### config.mk
export PLATFORM = sky130hd
export DESIGN_NAME = gbts_ctrl
export DESIGN_NICKNAME = d
export VERILOG_FILES = /design/src/rtl/gbts_pkg.sv /design/src/rtl/gbts_ctrl.sv
export SDC_FILE = /design/constraint.sdc
export NUM_CORES = 1
export LEC_CHECK = 0
export ABC_AREA = 1
export BUFFER_PORTS_ARGS = -buffer_cell sky130_fd_sc_hd__buf_2
export CORE_UTILIZATION = 48
export CTS_CLUSTER_SIZE = 8
export DETAILED_ROUTE_END_ITERATION = 6
export GPL_TIMING_DRIVEN = 1
export PLACE_DENSITY = 0.8
export REMOVE_ABC_BUFFERS = 1
export SETUP_SLACK_MARGIN = 0.05
export SLEW_MARGIN = 10
export SYNTH_ARGS = -nofsm -noshare
export SYNTH_HDL_FRONTEND = slang
export SYNTH_SLANG_ARGS = --single-unit
### constraint.sdc
create_clock -name clk -period 4.1 [get_ports clk]
set_input_delay 0.205 -clock clk [delete_from_list [all_inputs] [get_ports clk]]
set_output_delay 0.205 -clock clk [all_outputs]
set_load 0.1 [all_outputs]
### src/rtl/gbts_pkg.sv
// ----------------------------------------------------------------------------
// gbts_pkg
// Shared types and constants for the gap-buffer text store.
// ----------------------------------------------------------------------------
package gbts_pkg;

  localparam int CMD_W     = 2;
  localparam int POS_W     = 11;
  localparam int CHAR_W    = 8;
  localparam int IN_DATA_W = 24;
  localparam int OUT_DATA_W = 32;

  typedef enum logic [CMD_W-1:0] {
    CMD_INSERT    = 2'd0,
    CMD_BACKSPACE = 2'd1,
    CMD_MOVE      = 2'd2,
    CMD_READ      = 2'd3
  } cmd_t;

  typedef enum logic [1:0] {
    ST_OK    = 2'd0,
    ST_FULL  = 2'd1,
    ST_EMPTY = 2'd2,
    ST_RANGE = 2'd3
  } status_t;

  typedef enum logic [2:0] {
    S_IDLE,
    S_MOVE,
    S_RDW,
    S_DONE
  } state_t;

  // Declared from the top bit down so the packed form matches out_tdata.
  typedef struct packed {
    logic [POS_W-1:0]  text_length;
    logic [POS_W-1:0]  cursor;
    logic [CHAR_W-1:0] char_out;
    status_t           status;
  } result_t;

endpackage

### src/rtl/gbts_ctrl.sv
// ----------------------------------------------------------------------------
// gbts_ctrl
// Command sequencer: gap pointers, byte shifting across the gap, store access.
// ----------------------------------------------------------------------------
module gbts_ctrl import gbts_pkg::*; #(
  parameter int CAPACITY = 1024,
  parameter int AW       = $clog2(CAPACITY)
) (
  input  logic              clk,
  input  logic              rst_n,
  input  logic              cmd_valid,
  output logic              cmd_ready,
  input  cmd_t              cmd,
  input  logic [POS_W-1:0]  position,
  input  logic [CHAR_W-1:0] char_in,
  output logic              res_valid,
  input  logic              res_ready,
  output result_t           res,
  output logic              ram_we,
  output logic [AW-1:0]     ram_waddr,
  output logic [CHAR_W-1:0] ram_wdata,
  output logic [AW-1:0]     ram_raddr,
  input  logic [CHAR_W-1:0] ram_rdata
);

  localparam int PW = $clog2(CAPACITY + 1);
  localparam int CW = (PW > POS_W) ? PW : POS_W;

  state_t            state_r, state_nxt;
  logic [PW-1:0]     gs_r, gs_nxt;
  logic [PW-1:0]     ge_r, ge_nxt;
  logic [PW-1:0]     tgt_r, tgt_nxt;
  cmd_t              cmd_r, cmd_nxt;
  logic [CHAR_W-1:0] ch_r, ch_nxt;
  status_t           status_r, status_nxt;
  logic [CHAR_W-1:0] cout_r, cout_nxt;
  logic              wp_r, wp_nxt;
  logic [AW-1:0]     wa_r, wa_nxt;

  logic [PW-1:0] gap_sz, len, gs_dec, ge_dec;
  logic [CW-1:0] pos_ext, len_ext, rd_full;
  logic          step_left, step_right;

  assign gap_sz  = ge_r - gs_r;
  assign len     = PW'(CAPACITY) - gap_sz;
  assign gs_dec  = gs_r - PW'(1);
  assign ge_dec  = ge_r - PW'(1);
  assign pos_ext = CW'(position);
  assign len_ext = CW'(len);
  assign rd_full = (pos_ext < CW'(gs_r)) ? pos_ext : pos_ext + CW'(gap_sz);

  assign step_left  = tgt_r < gs_r;
  assign step_right = (tgt_r > gs_r) && (ge_r < PW'(CAPACITY));

  // next state and datapath
  always_comb begin
    state_nxt  = state_r;
    gs_nxt     = gs_r;
    ge_nxt     = ge_r;
    tgt_nxt    = tgt_r;
    cmd_nxt    = cmd_r;
    ch_nxt     = ch_r;
    status_nxt = status_r;
    cout_nxt   = cout_r;
    wp_nxt     = 1'b0;
    wa_nxt     = wa_r;
    unique case (state_r)
      S_IDLE: begin
        if (cmd_valid) begin
          status_nxt = ST_OK;
          cout_nxt   = '0;
          cmd_nxt    = cmd;
          ch_nxt     = char_in;
          tgt_nxt    = (pos_ext > len_ext) ? len : PW'(position);
          unique case (cmd)
            CMD_INSERT: begin
              if (gs_r == ge_r) begin
                status_nxt = ST_FULL;
                state_nxt  = S_DONE;
              end else begin
                state_nxt = S_MOVE;
              end
            end
            CMD_BACKSPACE: begin
              if (gs_r == '0) begin
                status_nxt = ST_EMPTY;
              end else begin
                gs_nxt = gs_dec;
              end
              state_nxt = S_DONE;
            end
            CMD_MOVE: state_nxt = S_MOVE;
            CMD_READ: begin
              if (pos_ext >= len_ext) begin
                status_nxt = ST_RANGE;
                state_nxt  = S_DONE;
              end else begin
                state_nxt = S_RDW;
              end
            end
            default: state_nxt = S_DONE;
          endcase
        end
      end
      S_MOVE: begin
        // one byte per cycle: read now, write it back next cycle
        if (step_left) begin
          gs_nxt = gs_dec;
          ge_nxt = ge_dec;
          wp_nxt = 1'b1;
          wa_nxt = ge_dec[AW-1:0];
        end else if (step_right) begin
          gs_nxt = gs_r + PW'(1);
          ge_nxt = ge_r + PW'(1);
          wp_nxt = 1'b1;
          wa_nxt = gs_r[AW-1:0];
        end else if (!wp_r) begin
          if (cmd_r == CMD_INSERT) begin
            gs_nxt = gs_r + PW'(1);
          end
          state_nxt = S_DONE;
        end
      end
      S_RDW: begin
        cout_nxt  = ram_rdata;
        state_nxt = S_DONE;
      end
      S_DONE: begin
        if (res_ready) begin
          state_nxt = S_IDLE;
        end
      end
      default: state_nxt = S_IDLE;
    endcase
  end

  // outputs
  always_comb begin
    cmd_ready       = (state_r == S_IDLE);
    res_valid       = (state_r == S_DONE);
    res.status      = status_r;
    res.char_out    = cout_r;
    res.cursor      = POS_W'(gs_r);
    res.text_length = POS_W'(len);
    ram_we          = 1'b0;
    ram_waddr       = wa_r;
    ram_wdata       = ram_rdata;
    ram_raddr       = rd_full[AW-1:0];
    if (state_r == S_MOVE) begin
      if (wp_r) begin
        ram_we = 1'b1;
      end else if (!step_left && !step_right && cmd_r == CMD_INSERT) begin
        ram_we    = 1'b1;
        ram_waddr = gs_r[AW-1:0];
        ram_wdata = ch_r;
      end
      if (step_left) begin
        ram_raddr = gs_dec[AW-1:0];
      end else begin
        ram_raddr = ge_r[AW-1:0];
      end
    end
  end

  always_ff @(posedge clk) begin
    if (!rst_n) begin
      state_r <= S_IDLE;
      gs_r    <= '0;
      ge_r    <= PW'(CAPACITY);
      wp_r    <= 1'b0;
    end else begin
      state_r <= state_nxt;
      gs_r    <= gs_nxt;
      ge_r    <= ge_nxt;
      wp_r    <= wp_nxt;
    end
  end

  always_ff @(posedge clk) begin
    tgt_r    <= tgt_nxt;
    cmd_r    <= cmd_nxt;
    ch_r     <= ch_nxt;
    status_r <= status_nxt;
    cout_r   <= cout_nxt;
    wa_r     <= wa_nxt;
  end

  a_gap_order: assert property (@(posedge clk) disable iff (!rst_n)
    gs_r <= ge_r) else $error("gap start past gap end");

  a_gap_bound: assert property (@(posedge clk) disable iff (!rst_n)
    ge_r <= PW'(CAPACITY)) else $error("gap end past capacity");

  a_no_idle_write: assert property (@(posedge clk) disable iff (!rst_n)
    ram_we |-> state_r == S_MOVE) else $error("store write outside a move");

  a_shift_keeps_len: assert property (@(posedge clk) disable iff (!rst_n)
    (state_r == S_MOVE && state_nxt == S_MOVE) |=> $stable(ge_r - gs_r))
    else $error("gap size changed while shifting");

  a_pending_drained: assert property (@(posedge clk) disable iff (!rst_n)
    (state_r == S_MOVE && state_nxt == S_DONE) |-> !wp_r)
    else $error("move finished with a write pending");

endmodule

## Yosys cells after proc, flatten, opt, wreduce, memory -nomap -nowiden

Cells that the tools add are included.

| storage, ports and cells | value |
|---|---|
| register bits after elaboration | 67 |
| bits in latches | 0 |
| RAM bits | 0 |
| memory bits (read-only) | 0 |
| input bits | 33 |
| output and inout bits | 63 |
| word-level logic and storage cells | 99 |
| memories kept | 0 |

| operators by class | value |
|---|---|
| $add $sub $neg | 7 |
| multiply operators | 0 |
| div/mod/pow operators | 0 |
| $lt $le $gt $ge | 6 |
| eq/ne operators | 16 |
| shifts and indexed selects | 0 |
| mux-type cells | 42 |
| bitwise gates (word level) | 0 |
| reduce and logical (&&, ||, !) cells | 18 |

Operators with widths:

| kind | number |
|---|---|
| $mux W11 | 10 |
| $mux W10 | 8 |
| $mux W8 | 4 |
| $pmux W3 S4 | 2 |
| $add A11 B1 Y11 const B | 2 |
| $gt A11 B11 Y1 | 2 |
| $lt A11 B11 Y1 | 2 |
| $pmux W11 S2 | 1 |
| $sub A11 B1 Y11 const B | 2 |
| $pmux W8 S2 | 1 |
| $mux W3 | 5 |
| $eq A11 B11 Y1 | 1 |
| $ge A11 B11 Y1 | 1 |
| $logic_not A11 Y1 | 1 |
| $lt A11 B11 Y1 const B | 1 |
| $sub A11 B11 Y11 | 1 |
| $sub A11 B11 Y11 const A | 1 |
| $add A10 B10 Y10 | 1 |
| $ne A2 B2 Y1 const B | 5 |
| $ne A4 B4 Y1 const B | 2 |
| $reduce_and A2 Y1 | 4 |
| $mux W1 | 7 |
| $eq A3 B2 Y1 const B | 2 |
| $mux W2 | 3 |
| 12 further kinds | 20 |

## Depth between registers and ports, before layout

| logic depth | value |
|---|---|
| depth after elaboration | 8 |
| depth in mapped cells | 29 |
| depth with buffers taken out | 28 |

## Worst setup path after synthesis

No wires, ideal clock.

| timing path | value |
|---|---|
| path kind | flip-flop to output port |
| start point | register gs_r[5] |
| end point | output port ram_raddr[7] |
| arrival | 5.601 ns |
| data required time | 3.895 ns |
| setup slack | -1.706 ns |
| cell stages (with the launch flop) | 15 |
| path buffers | 0 |
| path through | dfxtp_1 > clkinv_1 > ha_1 > a21oi_1 > nand4_1 > nand2_2 > inv_1 > ha_1 > a21o_1 > nor2_1 > nand2_1 > xnor2_1 > nor2_1 > a21oi_1 > o21ai_0 |

| between the ends | value |
|---|---|
| cells in the longest elaborated chain, start to end | 4 |
| elaborated cells between the ends (all ways) | 8 |
| those cells by class | add/sub (3); order compare (2); mux (3) |

RTL lines:

| element | line | text |
|---|---|---|
| from (decl) | gbts_ctrl.sv:30 | `logic [PW-1:0] gs_r, gs_nxt;` |
| from (signal assigned) | gbts_ctrl.sv:173 | `gs_r <= gs_nxt;` |
| $sub A11 B11 Y11 | gbts_ctrl.sv:44 | `assign gap_sz = ge_r - gs_r;` |
| $add A10 B10 Y10 | gbts_ctrl.sv:50 | `assign rd_full = (pos_ext < CW'(gs_r)) ? pos_ext : pos_ext + CW'(gap_sz);` |
| $mux W10 | gbts_ctrl.sv:50 |  |
| $mux W10 * | gbts_ctrl.sv:149 | `if (state_r == S_MOVE) begin` |
| to (decl) | gbts_ctrl.sv:22 | `output logic [AW-1:0] ram_raddr,` |

Every way passes the cells marked *; elsewhere a longest branch is shown, timed or not.

## Worst setup path in the final report

| timing path | value |
|---|---|
| start point | register gs_r[3] |
| end point | output port ram_raddr[6] |

The elaborated chain is that of the path after synthesis.

==> out/qor.yml <==
global_route:
  busiest_layer: "met2"
  track_usage_pct: 28.3
  grt_pass1_vias: 5566
  met3_usage_pct: 5.54
  antenna_found_initial: 0
  use_met2_pct: 44.2
  grt_overflow_total: 0
  grt_first_pass_wirelength_um: 28500
  met1_usage_pct: 38.6
  grt_max_degree: 29
sta:
  setup_violations: 0
  maxSlewHeadroom_pct: 43.8
  whs_ps: 40.8
  worst_pin_slew_ps: 841
  skew_ps: 6.80
  tns_ps: 0
  fmax_mhz: 256
  hold_violations: 0
  finalMaxSlewViolations: 0
  rsz0062_at_grt: "true"
  period_share_pct: 95.4
  period_minus_slack_ps: 3910
detailed_routing:
  vias: 6154
  viasPerCell: 5.42
  avgRoutedWirePerCell_um: 15.9
  drt_iter0_markers: 596
  ant_nets: 0
  routed_wl_um: 18100
  drc: 0
  dr.pass1.iters: 5
setup_path:
  critPathKind: "flop to output port"
  critPathRequiredTime_ps: 3890
  worstSetupEndpointType: "output port"
  crit_buf_inv: 4
  crit_fanout: 7
  critPathArrivalTime_ps: 3710
  crit_chain: "inv_2, ha_1, nand2_1, inv_1, nand2_1, nand4_1, nand2_4, inv_2, ha_1, a21o_1, a21oi_1, xor2_1, nand2_1, o21ai_0, o21ai_0, buf_4"
  critical-path-top-delay-family: "compound AO/OA/AOI/OAI gates"
  start_kind: "flop"
  slowest_delay_ps: 480
  crit_top_cell: "nand2_1"
  cpMaxStageDelayCell: "dfxtp_1"
finish:
  num_antenna_cells: 0
  multi_input_area_um2: 3920
  final_util_pct: 58.0
  seq_area_um2: 1730
  nNetsFinal: 1053
  area_growth_pct: 18.3
  fill_cells: 1159
  drive_above_1_share_pct: 21.7
logic_synthesis:
  yosys_register_bits: 66
  avgSynthCellArea_um2: 7.21
  async_flop_share_pct: 0
  synth_most_common_cell: "nand2_1"
  netlist_top_cells_area: "edfxtp_1 20%, nand2_1 14%, ha_1 12%"
  synth_warnings: 0
  yosysUniqueCellTypes: 52
  syn_inst: 855
  yosysTopAreaCell: "edfxtp_1"
  synth_edf_count: 41
  synthTopCellsByCount: "223 x nand2_1, 93 x inv_1, 63 x nor2_1"
  ys_seq_area_share_pct: 28.1
  yosysTopAreaCellShare_pct: 20.0
  syn_area_um2: 6160
  synth_ff_type: "edfxtp_1"
clock_tree:
  cts_root_buffer: "clkbuf_16"
  ctsHoldBuffers: 0
  cts_buffers: 9
  cts.clk_slew.worst_paths_ps: 60
  cts_sinks: 66
  cts_buffer_depth: 2
  clk-insertion-delay-late_ps: 340
  h-tree-depth: 3
  tritoncts: "built"
worst_hold_path:
  hp-class: "input pin to flop"
floorplan:
  die_width_um: 115
  start_util_pct: 49.0
  io_pins: 96
  die_h_um: 115
  coreArea_um2: 12600
  rows: 41
  dieArea_um2: 13300
run:
  max_cap_viol_count: 0
outcome:
  status: "finished, final reports clean"
placement:
  port_buffers: 95
  dp_hpwl_um: 14000
  place_congestion: 0.987
## metal layers
metal | vias up | wire length [um]
met5 | - | 0
met4 | 0 | 531
met3 | 36 | 1680
met2 | 316 | 7810
met1 | 2737 | 8060
li1 | 3065 | -
## worst paths after layout
path,startpoint,endpoint,slack (ps),cells after the start
max,gs_r[3]$_SDFFE_PN0P_,ram_raddr[6],190,16
min,char_in[1],ch_r[1]$_DFFE_PP_,40,1
max reg2reg,ge_r[0]$_SDFFE_PN0P_,tgt_r[3]$_DFFE_PP_,360,25
min reg2reg,state_r[0]$_SDFFE_PN0P_,state_r[0]$_SDFFE_PN0P_,530,2
## logic make-up after synthesis
| family | count (synthesis) | share of synthesized area (%) |
|---|---|---|
| AO/OA/AOI/OAI | 157 | 14.9 |
| adder cells (fa/ha/maj) | 62 | 12.8 |
| buffers and inverters | 133 | 9.04 |
| AND/OR/NAND/NOR | 407 | 30.7 |
| flip-flops | 66 | 28.1 |
| XOR/XNOR | 30 | 4.39 |
## cell usage in the layout, fill, tap and decap left out, types with 3 or more instances in the layout
cell,count
inv_1,92
buf_2,90
nor2_2,8
nand3_1,48
nor3_2,3
a31oi_1,5
xor2_1,22
edfxtp_1,41
nand2_4,3
nor2_4,4
buf_4,22
o211ai_1,7
clkinv_1,6
nor2_1,60
dfxtp_1,25
clkbuf_16,9
a21oi_2,5
nand4_1,19
a22oi_1,6
nand3_2,9
nand2_2,13
a21o_1,4
o21ai_1,15
o21ai_0,55
xnor2_1,7
o21ai_2,10
nand2_1,222
bufinv_16,3
inv_2,11
a21oi_1,40
ha_1,57
nor3_1,8
## final cells by class
type | count | area share, %
Timing Repair Buffer | 117 | 9.35
Clock buffer | 11 | 3.19
Clock inverter | 5 | 1.41
Sequential cell | 66 | 23.8
Inverter | 108 | 5.56
Multi-Input combinational cell | 656 | 53.8
Tap cell | 172 | 2.95
## registers in the layout (all words and copies together) (netlist names)
| register | cells |
|---|---|
| gs_r | 11 |
| ch_r | 8 |
| cmd_r | 2 |
| wa_r | 10 |
| tgt_r | 11 |
| cout_r | 8 |
| status_r | 2 |
| state_r | 2 |
| wp_r | 1 |
| ge_r | 11 |
## what timing repair did
item,in CTS,in global routing
buffers inserted,0,1
setup endpoints to repair,0,16
gates resized for setup,0,18
## through the flow
step / instances / setup slack, ps / cell area [um2]
after floorplan: 830 / -1710 / 6010
after global placement: 1118 / 370 / 6890
after detailed placement: 1118 / 267 / 6890
after CTS: 1134 / 59.5 / 7220
after global routing: 1135 / 11.1 / 7290
final: 1135 / 187 / 7290
Power is not shown: default switching activity piles up to over one toggle a cycle in this logic, so the estimate is an artifact.
